$ cat config.mk
export PLATFORM = sky130hd
export DESIGN_NAME = hpc_div
export DESIGN_NICKNAME = d
export VERILOG_FILES = /design/src/design/hpc_div.sv
export SDC_FILE = /design/constraint.sdc
export NUM_CORES = 1
export LEC_CHECK = 0
export BUFFER_PORTS_ARGS = -buffer_cell sky130_fd_sc_hd__buf_2
export CAP_MARGIN = 20
export CORE_ASPECT_RATIO = 1.25
export CORE_UTILIZATION = 35
export CTS_CLUSTER_SIZE = 10
export DETAILED_ROUTE_END_ITERATION = 12
export REMOVE_ABC_BUFFERS = 1
export SYNTH_ARGS = -nofsm -noshare
export SYNTH_HDL_FRONTEND = slang
export SYNTH_SLANG_ARGS = --single-unit
$ cat constraint.sdc
create_clock -name clk_i -period 3 [get_ports clk_i]
set_input_delay 0 -clock clk_i [delete_from_list [all_inputs] [get_ports clk_i]]
set_output_delay 0 -clock clk_i [all_outputs]
set_load 0.05 [all_outputs]
$ cat src/design/hpc_div.sv
`timescale 1ns / 1ps
// ----------------------------------------------------------------------------
// hpc_div
// Restoring divider, one quotient bit per cycle. Caller guarantees the
// quotient fits in QW bits.
// ----------------------------------------------------------------------------
module hpc_div #(
  parameter int NW = 40,
  parameter int DW = 22,
  parameter int QW = 18
) (
  input  logic          clk_i,
  input  logic          rst_ni,
  input  logic          start_i,
  input  logic [NW-1:0] num_i,
  input  logic [DW-1:0] den_i,
  output logic          busy_o,
  output logic [QW-1:0] quo_o
);

  localparam int CNTW = $clog2(QW + 1);

  logic [DW-1:0]   rem_q, rem_d;
  logic [DW-1:0]   den_q;
  logic [QW-1:0]   sh_q, quo_q;
  logic [CNTW-1:0] cnt_q;
  logic            busy_q;
  logic [NW-1:0]   hi;
  logic [DW:0]     trial;
  logic            ge;

  always_comb begin
    hi    = num_i >> QW;
    trial = {rem_q, sh_q[QW-1]};
    ge    = trial >= {1'b0, den_q};
    rem_d = ge ? DW'(trial - {1'b0, den_q}) : trial[DW-1:0];
  end

  always_ff @(posedge clk_i or negedge rst_ni) begin
    if (!rst_ni) begin
      busy_q <= 1'b0;
      cnt_q  <= '0;
    end else if (start_i) begin
      busy_q <= 1'b1;
      cnt_q  <= CNTW'(QW);
    end else if (busy_q) begin
      cnt_q <= cnt_q - 1'b1;
      if (cnt_q == CNTW'(1)) begin
        busy_q <= 1'b0;
      end
    end
  end

  always_ff @(posedge clk_i) begin
    if (start_i) begin
      rem_q <= hi[DW-1:0];
      sh_q  <= num_i[QW-1:0];
      den_q <= den_i;
      quo_q <= '0;
    end else if (busy_q) begin
      rem_q <= rem_d;
      sh_q  <= sh_q << 1;
      quo_q <= {quo_q[QW-2:0], ge};
    end
  end

  assign busy_o = busy_q;
  assign quo_o  = quo_q;

endmodule
==> impl_results.md, run 1 <==
* Final #Nets at 697
* Max Clock Skew at 0.00813 ns
* Post-Synth XOR/XNOR Area at 0.0252
* Pre-antenna DRT Iters at 4
* Vias in the first global route at 3,924
* GRT Residual Overflow at 0
* CP cell instances: ha_4 > a21o_1 > a211o_1 > a41o_1 > or3b_4 > o21a_1 > buf_6 > mux2_4 > mux2_2
* CTS sink cnt at 86
* Max cap viols at 0
* Final min period at 2.90 ns
* FF+latch area at 2370 sq um
* Setup_tns at 0 ns
* RSZ-0062 raised after global routing: no
* Endpoints failing hold at 0
* Largest family of logic cells by synthesized area: multiplexers
* Fraction of the mapped netlist area in adder cells at 0.0658
* Antenna Violating Nets Remaining at 0
* Critical path arrival at 2.99 ns
* IR Drop Worst-Case VDD at 0.476 mV
* CP Capture Type: flop
* Max stage delay on crit path at 0.44 ns
* Compound-Gate Fraction of Synth Area at 0.117
* Reg2reg setup slack at 0.10 ns
* Routed wire length per instance at ~14 um
* Tot Pwr at around 0.0057 W
* Mux contribution to synthesized area at 0.133
* Die X at 107 um
* Global route hottest layer: met2
* Met1 layer usage reported by global route at 0.196
* Library cells used by synthesis at 54
* Iter 0 DRT Violations at 164
* DIE AREA at about 14,000 sq um
* Port Buffer Count at 83
* Initial antenna violation count at 0
* Largest net degree at the start of global routing at between 100 and 150
* Clk slew on worst S/H paths at 0.07 ns
* Synthesized area at 4870 sq um
* # rows at between 40 and 50
* CP required at 3.10 ns
* Synth Instances at 440
* Crit path max fanout at 9
* I/O pins at 84
* Power per cell area at 871 nW/um^2
* Initial core utilization at 0.363
* TritonCTS clock tree: done
* Met2 Usage GRT at 0.290
* Worst-Margin Slew at 1.05 ns
* Area of the multi-input gates at between 2000 and 2500 sq um
* TritonCTS buffer count at 9
* Antenna cell count at 0
* Final setup fails at 0
* Critical path class: reg2reg
* Relative slew slack at 0.302
* Fmax at 345 MHz
* Synthesized flop and latch total at 86
* First-pass GRT wire length at 18,300 um
* Synth Area in Simple Gates at 0.131
* Register area share after synthesis at 0.487
* Share of layout cells above drive strength 1 at 0.286
* CP bufs+invs at 1
* Hold WS at 0.000789 ns
* Placer's final routability congestion estimate at 0.824
* GRT met3 Usage at 0.0360
* CP delay by family, top: compound AO/OA/AOI/OAI gates
* Worst skew pair latency at 0.35 ns
* Post-synth EDFFs at 62
* Worst hold path type: in2reg
* Dpl hpwl at about 7500 um
* Commonest non-fill, non-tap cells in the layout: buf_2, edfxtp_1, dlygate4sd3_1
* Area grow syn2layout at 35.1%
* Crit-path slowest cell: edfxtp_1
* Synth Warn # at 0
* Syn avg cell area at 11.1 sq um
* Post-Place Worst Slack at -0.0112 ns
* Total routed wirelength at 11,100 um
* Dominant synthesized flop cell: edfxtp_1
* Final Max Tran Viols at 0
* Final Util at 0.490
* Vias at 3,867
* Die height at 134 um
* Area of the core at 13,400 sq um
* Pleak at about 3 nW
* Critical Path Source Type: flop
* Max Root-Sink Buffers at 2
* Post-synth ARST share at 0.0698
* H-tree depth at 3
* Clock Tree Root: clkbuf_16
* Gr usage total at 0.164
* Fill count at 1,250
* Final period utilization at 0.965
* Vias per inst at 4.94
* Status: complete, no violations
* DRC at 0
* Worst Slack Setup Final at 0.104 ns
* Most common cell after layout, fill and taps aside: buf_2
[layout make-up]
type	count	area share
timing repair buffer	174	0.192
clock buffer	9	0.0342
multi-input combinational	306	0.351
clock inverter	7	0.0116
sequential	86	0.361
tap	171	0.0325
inverter	30	0.0171
[path summary, 6_finish.rpt]
path | endpoint | startpoint | cells after the start
max | rem_q[9]$_DFFE_PP_ | rem_q[19]$_DFFE_PP_ | 9
min | rem_q[16]$_DFFE_PP_ | num_i[34] | 3
max reg2reg | rem_q[9]$_DFFE_PP_ | rem_q[19]$_DFFE_PP_ | 9
min reg2reg | quo_o[0]$_SDFFE_PP0P_ | quo_o[0]$_SDFFE_PP0P_ | 2
max in group asynchronous | cnt_q[0]$_DFFE_PN0P_ | rst_ni | 4
min in group asynchronous | cnt_q[4]$_DFFE_PN0P_ | rst_ni | 3
[cell families after synthesis]
group                      count (synthesis)
adders and majority gates                 25
DFF                                       86
AOI/OAI and AO/OA                         88
xor gates and xnor gates                  14
buffers and inverters                     48
muxes                                     57
and+or+nand+nor                          122
[stage by stage]
step | std cells | instance area [sq um]
floorplan | 422 | 4780
global placement | 706 | 5650
detailed placement | 706 | 5650
CTS | 782 | 6560
global route | 783 | 6580
finish | 783 | 6580
[tightest hold or removal path: stages]
cell     delay [ns]
buf_2          0.08
nor2b_1        0.04
a21oi_1        0.11
[metal layers]
metal	vias to the layer above	routed length [um]
met2	86	5670
li1	1958	-
met5	-	0
met1	1812	4860
met3	11	460
met4	0	156
[Yosys cell counts, types with 9 or more instances]
library cell / count / area [sq um]
mux2_2: 29 / 327
nor2_1: 33 / 124
ha_1: 24 / 300
nor3_1: 9 / 45.0
nand3_1: 10 / 50.1
nor2b_1: 12 / 75.1
nand2_1: 19 / 71.3
clkbuf_1: 12 / 45.0
a21o_1: 9 / 67.6
dfxtp_1: 18 / 360
mux2i_1: 20 / 200
a21oi_1: 28 / 140
o21ai_0: 18 / 90.1
edfxtp_1: 62 / 1860
inv_1: 30 / 113
[where the power goes]
part	total [W]	internal [W]	switching, W
sequential	0.00171	0.00157	0.000136
clock	0.00113	0.000591	0.000542
combinational	0.00289	0.00146	0.00142
[state kept, by name (all words and copies together) (netlist names)]
signal	flops
den_q	22
sh_q	18
rem_q	22
busy_o	1
quo_o	18
cnt_q	5
[what timing repair did]
| item | CTS | global route |
|---|---|---|
| resized for setup | 1 | 2 |
| buffers inserted | 1 | 1 |
| endpoints found under the hold margin | 62 | 0 |
| hold buffers | 59 | 0 |
| pin swaps | 0 | 1 |
| setup endpoints to repair | 8 | 12 |
Power figures use the tool's default switching activity.
==> run 2, diff against run 1 <==
clock period = 2.4 ns   (was 3 ns; I/O delays follow)
==> run 2 against run 1 <==
  * The flow now finishes with violations (negative hold slack, negative setup slack)
  * Combinational power rose by 69%
  * Largest power group unchanged
  * Critical endpoint is now rem_q[4]$_DFFE_PP_
  * Critical path depth unchanged
  * Largest cell class is now multi-input gates
  * Worst hold slack got worse by 0.0037 ns
==> impl_results.md, run 2 (synthesis gave the netlist of run 1 again) <==
* Status: complete, but fails checks
* Failing checks: negative hold slack, negative setup slack
* Initial core utilization at 0.363 (unchanged)
* Stages on the worst setup path at 9 (unchanged)
* Met1 layer usage reported by global route at 0.208 (+0.0125)
* Max cap viols at 0 (unchanged)
* Clk slew on worst S/H paths at 0.07 ns (about the same)
* Pre-antenna DRT Iters at 4 (unchanged)
* Crit-path slowest cell: edfxtp_1
* IR Drop Worst-Case VDD at 0.549 mV (+15%)
* Antenna Violating Nets Remaining at 0 (unchanged)
* Die X at 107 um (unchanged)
* CP delay by family, top: compound AO/OA/AOI/OAI gates
* Global route hottest layer: met2
* RSZ-0062 raised after global routing: yes
* Max Clock Skew at 0.0116 ns (+0.00348 ns)
* CTS sink cnt at 86 (unchanged)
* Reg2reg setup slack at -0.48 ns (-0.59 ns)
* Hold Path Stages at 3 (unchanged)
* Dpl hpwl at 8360 um (+11%)
* Worst-Margin Slew at 0.625 ns (-0.421 ns)
* CP cell instances: ha_4 > a21o_1 > a211o_1 > a41o_1 > or3b_4 > o21a_4 > buf_8 > mux2_4 > mux2_2
* GRT met3 Usage at 0.0282 (-0.00777)
* Fill count at 1,212 (-3.0%)
* I/O pins at 84 (unchanged)
* Most common cell after layout, fill and taps aside: buf_4
* Final Max Tran Viols at 0 (unchanged)
* Final setup fails at 23 (+23)
* Initial antenna violation count at 0 (unchanged)
* TritonCTS buffer count at 9 (unchanged)
* Worst hold path type: in2reg
* FF+latch area at 2370 sq um (unchanged)
* Critical path arrival at 2.98 ns (about the same)
* Area of the multi-input gates at 2480 sq um (+7.4%)
* Power per cell area at 1160 nW/um^2 (+33%)
* Largest net degree at the start of global routing at 45 (-57%)
* Vias at 4,152 (+7.4%)
* # rows at 47 (unchanged)
* Vias in the first global route at 4,366 (+11%)
* Worst reg-to-reg path cell count at 9 (unchanged)
* Top flop regs: den_q (22), rem_q (22)
* Relative slew slack at 0.579 (+0.277)
* Commonest non-fill, non-tap cells in the layout: buf_4, buf_2, edfxtp_1
* GRT Residual Overflow at 0 (unchanged)
* TritonCTS clock tree: done
* Pleak at 3.36 nW (+12%)
* Max Root-Sink Buffers at 2 (unchanged)
* Worst Slack Setup Final at -0.483 ns (-0.587 ns)
* Max stage delay on crit path at 0.42 ns (-0.02 ns)
* Area grow syn2layout at 49.4%
* Fmax at 347 MHz (+0.44%)
* Critical Path Source Type: flop
* Setup_tns at -8.57 ns (-8.57 ns)
* Placed Area at 6060 sq um (+7.3%)
* Die height at 134 um (unchanged)
* Hold WS at -0.00290 ns (-0.00369 ns)
* Gr usage total at 0.181 (+0.0173)
* Fin area at 7270 sq um (+11%)
* Share of layout cells above drive strength 1 at 0.385 (+0.0989)
* Worst skew pair latency at 0.35 ns (about the same)
* Crit path max fanout at 5 (-4)
* Placer's final routability congestion estimate at 0.848 (+2.9%)
* Final min period at 2.88 ns (-0.0128 ns)
* Final #Nets at 758 (+8.8%)
* Vias per inst at 4.92 (-0.39%)
* First-pass GRT wire length at 20,300 um (+11%)
* Critical path class: reg2reg
* Total routed wirelength at 12,100 um (+8.2%)
* Clock Tree Root: clkbuf_16
* DIE AREA at 14,400 sq um (unchanged)
* Antenna cell count at 0 (unchanged)
* Routed wire length per instance at 14.3 um (+0.35%)
* H-tree depth at 3 (unchanged)
* CP bufs+invs at 1 (unchanged)
* CP Capture Type: flop
* CP required at 2.50 ns (-0.60 ns)
* Port Buffer Count at 83 (unchanged)
* Iter 0 DRT Violations at 227 (+38%)
* Met2 Usage GRT at 0.332 (+0.0412)
* Final period utilization at 1.20 (+0.236)
* Area of the core at 13,400 sq um (unchanged)
* DRC at 0 (unchanged)
* Endpoints failing hold at 1 (+1)
run 2: power by group:
part	leakage [nW]	switching, W	internal [W]
Sequential	0.852	0.000190	0.00197
Clock	0.147	0.000660	0.000733
Combinational	2.36	0.00214	0.00273
run 2: worst reg2reg max path, stage by stage (launching register included):
cell and delay (ns):
edfxtp_1 0.42, ha_4 0.24, a21o_1 0.16, a211o_1 0.28, a41o_1 0.23, or3b_4 0.39, o21a_4 0.23, buf_8 0.14
mux2_4 0.29, mux2_2 0.26
run 2: final timing paths:
check	start	to
max	rem_q[19]$_DFFE_PP_	rem_q[4]$_DFFE_PP_
min	num_i[33]	rem_q[15]$_DFFE_PP_
max reg2reg	rem_q[19]$_DFFE_PP_	rem_q[4]$_DFFE_PP_
min reg2reg	quo_o[17]$_SDFFE_PP0P_	quo_o[17]$_SDFFE_PP0P_
max in group asynchronous	rst_ni	cnt_q[4]$_DFFE_PN0P_
min in group asynchronous	rst_ni	cnt_q[0]$_DFFE_PN0P_
run 2: timing repair:
item,in CTS,in global routing
setup endpoints to repair,23,23
pin swaps,11,6
buffers inserted,6,2
cloned,2,0
resized for setup,32,13
hold buffers,59,0
hold endpoints to repair,63,0
run 2: stage by stage:
| step | worst slack [ns] | power (W) | hold slack [ns] | utilization | std cells |
|---|---|---|---|---|---|
| after detailed placement | -0.597 | 0.00625 | -0.166 | 0.452 | 759 |
| final | -0.483 | 0.00842 | -0.00290 | 0.542 | 844 |
| after global routing | -0.559 | 0.00899 | 0.0210 | 0.542 | 844 |
| after CTS | -0.497 | 0.00830 | 0.00189 | 0.536 | 842 |
| after floorplan | -0.756 | 0.00455 | -0.296 | - | 422 |
| after global placement | -0.524 | 0.00615 | -0.168 | 0.452 | 759 |
run 2: cell type report:
type / instances / share of cell area
Clock buffer: 9 / 0.0310
Timing Repair Buffer: 235 / 0.246
Tap cell: 171 / 0.0294
Clock inverter: 7 / 0.0102
Inverter: 30 / 0.0155
Sequential cell: 86 / 0.326
Multi-Input combinational cell: 306 / 0.341
run 2: metal layers:
layer / share of wire / vias up / wire length (um)
li1: - / 2072 / -
met1: 0.42 / 1971 / 5010
met2: 0.52 / 91 / 6300
met3: 0.040 / 18 / 477
met4: 0.022 / 0 / 271
met5: 0 / - / 0
==> run 3, diff against run 2 <==
ABC_AREA = 1   (was unset)
==> run 3 against run 2 <==
  * The run ends with design-rule violations left
  * Non-clock buffer count is 67 lower
  * Power shrank 18%
  * Fmax increased by 28%
  * Global-route usage decreased by 0.82 points
  * Cell count up 21%
  * Combinational power is 29% lower
  * Routed wire length is 7.9% higher
  * Register-to-register slack improved by 0.64 ns
  * Clock-buffer cell count increased by 3
  * Cell area fell by 3.4%
  * Critical path depth increased by 2
  * Clock power is essentially flat
  * Largest cell class unchanged
==> impl_results.md, run 3 <==
* Status: complete, but fails checks
* Failing checks: design-rule violations
* Synthesized flop and latch total at 86 (unchanged)
* Pre-antenna DRT Iters at 9 (+5)
* TritonCTS buffer count at 9 (unchanged)
* Mux contribution to synthesized area at 0 (-0.133)
* Relative slew slack at 0.621 (+0.0424)
* Final Util at 0.483 (-0.0591)
* Synth top area share at 0.355 (-0.0271)
* GRT Residual Overflow at 0 (unchanged)
* Largest net degree at the start of global routing at 47 (+4.4%)
* CTS sink cnt at 86 (unchanged)
* Post-Synth XOR/XNOR Area at 0.0150 (-0.0101)
* Clock Tree Root: clkbuf_16
* Antenna cell count at 0 (unchanged)
* Die height at 139 um (+3.7%)
* Power per cell area at 985 nW/um^2 (-15%)
* Gr usage total at 0.173 (-0.00816)
* Final period utilization at 0.935 (-0.266)
* Synth Area in Simple Gates at 0.325 (+0.194)
* Max Clock Skew at 0.00633 ns (-0.00528 ns)
* Antenna Violating Nets Remaining at 0 (unchanged)
* Top post-synthesis cells by area: edfxtp_1, nand2_1, inv_1
* Critical path arrival at 2.35 ns (-0.63 ns)
* Top flop regs: den_q (22), rem_q (22)
* Largest family of logic cells by synthesized area: simple AND/OR/NAND/NOR gates
* Endpoints failing hold at 0 (-1)
* Initial antenna violation count at 0 (unchanged)
* Dominant synthesized flop cell: edfxtp_1
* Area of the multi-input gates at 2460 sq um (-1.0%)
* Post-synth EDFFs at 62 (unchanged)
* Final min period at 2.24 ns (-0.638 ns)
* Iter 0 DRT Violations at 187 (-18%)
* Placed Area at 5920 sq um (-2.3%)
* Clk slew on worst S/H paths at 0.06 ns (about the same)
* DRC at 6 (+6)
* Area of the core at 14,500 sq um (+8.4%)
* Synth Instances at 676 (+54%)
* Syn avg cell area at 7.75 sq um (-30%)
* TritonCTS clock tree: done
* Fraction of the mapped netlist area in adder cells at 0.0611 (-0.00467)
* Hold WS at 0.363 ns (+0.366 ns)
* Share of layout cells above drive strength 1 at 0.185 (-0.200)
* Vias at 4,692 (+13%)
* Area leader, netlist: edfxtp_1
* CP required at 2.51 ns (about the same)
* Total routed wirelength at 13,000 um (+7.9%)
* Switching share of power at 0.405 (+0.0497)
* Worst hold path type: in2reg
* Dpl hpwl at 8990 um (+7.6%)
* Worst skew pair latency at 0.35 ns (about the same)
* Synthesized area at 5240 sq um (+7.6%)
* Synth Warn # at 0 (unchanged)
* Logic gate share of total power at 0.498 (-0.080)
* Fin area at 7020 sq um (-3.4%)
* Register area share after synthesis at 0.453 (-0.0346)
* Worst Slack Setup Final at 0.156 ns (+0.638 ns)
* Final setup fails at 0 (-100%)
* Synth top cells by count: nand2_1, inv_1, edfxtp_1, nand3_1, nor2_1
* # rows at 49 (+4.3%)
* Final #Nets at 930 (+23%)
* Switching power at 0.00280 W (-6.4%)
* Post-Place Worst Slack at 0.0834 ns (+0.681 ns)
* Vias per inst at 4.59 (-6.8%)
* First-pass GRT wire length at 21,300 um (+5.2%)
* Most common cell after layout, fill and taps aside: nand2_1
* Pint at 0.00412 W (-24%)
* Fmax at 446 MHz (+28%)
* Initial core utilization at 0.361 (-0.00246)
* Max cap viols at 0 (unchanged)
* Port Buffer Count at 83 (unchanged)
* Die X at 111 um (+3.7%)
* DIE AREA at 15,500 sq um (+7.5%)
* Worst-Margin Slew at 0.567 ns (-0.0584 ns)
* Pleak at 3.43 nW (+2.0%)
* CP Capture Type: flop
* Most frequent cell after synthesis: nand2_1
* Routed wire length per instance at 12.7 um (-11%)
* Critical path class: reg2reg
* Library cells used by synthesis at 36 (-33%)
* H-tree depth at 3 (unchanged)
* Setup_tns at 0 ns (+8.57 ns)
* Post-synth ARST share at 0.0698 (unchanged)
* Max Root-Sink Buffers at 2 (unchanged)
* I/O pins at 84 (unchanged)
* Clock power share at 0.200 (+0.035)
* Placer's final routability congestion estimate at 0.870 (+2.6%)
* Final Max Tran Viols at 0 (unchanged)
* IR Drop Worst-Case VDD at 0.435 mV (-21%)
* RSZ-0062 raised after global routing: no
* Fill count at 1,450 (+20%)
* Critical Path Source Type: flop
* Area grow syn2layout at 34.0%
* FF+latch area at 2370 sq um (unchanged)
* Crit path max fanout at 11 (+6)
* Vias in the first global route at 4,644 (+6.4%)
* Sequential share of power at 0.301 (+0.045)
* Commonest non-fill, non-tap cells in the layout: nand2_1, inv_1, buf_2
* Compound-Gate Fraction of Synth Area at 0.0463 (-0.0709)
## run 3: cell types whose count changed after synthesis, sizes merged, moves of 16 or more
| cell | previous run | this run |
|---|---|---|
| nand3b | 1 | 24 |
| mux2i | 20 | 0 |
| inv | 30 | 110 |
| nand2 | 19 | 267 |
| nand3 | 10 | 46 |
| o22ai | 0 | 16 |
| mux2 | 37 | 0 |
## run 3: final timing paths
path                                        start                      to  slack [ns]  depth (start not counted)
hold / removal                           den_i[2]      den_q[2]$_DFFE_PP_        0.36                          2
setup / recovery               rem_q[5]$_DFFE_PP_     rem_q[18]$_DFFE_PP_        0.16                         11
setup reg to reg               rem_q[5]$_DFFE_PP_     rem_q[18]$_DFFE_PP_        0.16                         11
min in group asynchronous                  rst_ni    cnt_q[2]$_DFFE_PN0P_        0.52                          3
max in group asynchronous                  rst_ni    cnt_q[1]$_DFFE_PN0P_        1.09                          4
hold reg to reg            quo_o[17]$_SDFFE_PP0P_  quo_o[17]$_SDFFE_PP0P_        0.47                          2
## run 3: through the flow
stage | total power [W] | std cells
after global placement | 0.00518 | 938
after detailed placement | 0.00518 | 938
after floorplan | 0.00436 | 659
final | 0.00691 | 1023
after CTS | 0.00669 | 1020
after global routing | 0.00749 | 1023
## run 3: power groups by stage
| stage | Sequential [W] | Combinational (W) | Clock, W |
|---|---|---|---|
| floorplan | 0.00209 | 0.00228 | 0 |
| global placement | 0.00208 | 0.00310 | 0 |
| detailed placement | 0.00209 | 0.00310 | 0 |
| CTS | 0.00206 | 0.00320 | 0.00142 |
| global route | 0.00211 | 0.00389 | 0.00148 |
| finish | 0.00208 | 0.00345 | 0.00138 |
## run 3: logic make-up after synthesis
| family | after synthesis |
|---|---|
| simple gates | 384 |
| buf+inv | 129 |
| xor+xnor | 9 |
| compound gates | 43 |
| flops | 86 |
| fa+ha+maj | 25 |
## run 3: cell type report
type                       instances  area share
multi-input combinational        463       0.350
tap                              178      0.0317
sequential                        86       0.338
clock buffer                      12      0.0381
clock inverter                     4     0.00410
inverter                         112      0.0599
timing repair buffer             168       0.178
## run 3: routing by layer
layer  vias to the layer above  part of all wire  track usage
met2                       114              0.49        0.309
met4                         0             0.016       0.0740
met1                      2084              0.45        0.206
li1                       2481                 -            -
met3                        13             0.037       0.0262
met5                         -                 0            0
## run 3: critical path, cell delays in order, from the launching register on
cell,delay (ns)
edfxtp_1,0.39
ha_2,0.39
nand2_2,0.10
nor2_2,0.17
nand4_1,0.19
nor2_4,0.20
nor2_4,0.05
buf_12,0.15
nand2_4,0.16
nand3_1,0.10
nand2_1,0.07
nand2_1,0.04
## run 3: repair_timing
action	in CTS	in global routing
buffers inserted	0	1
resized for setup	0	15
hold endpoints to repair	70	0
setup endpoints to repair	0	22
hold buffers	66	0
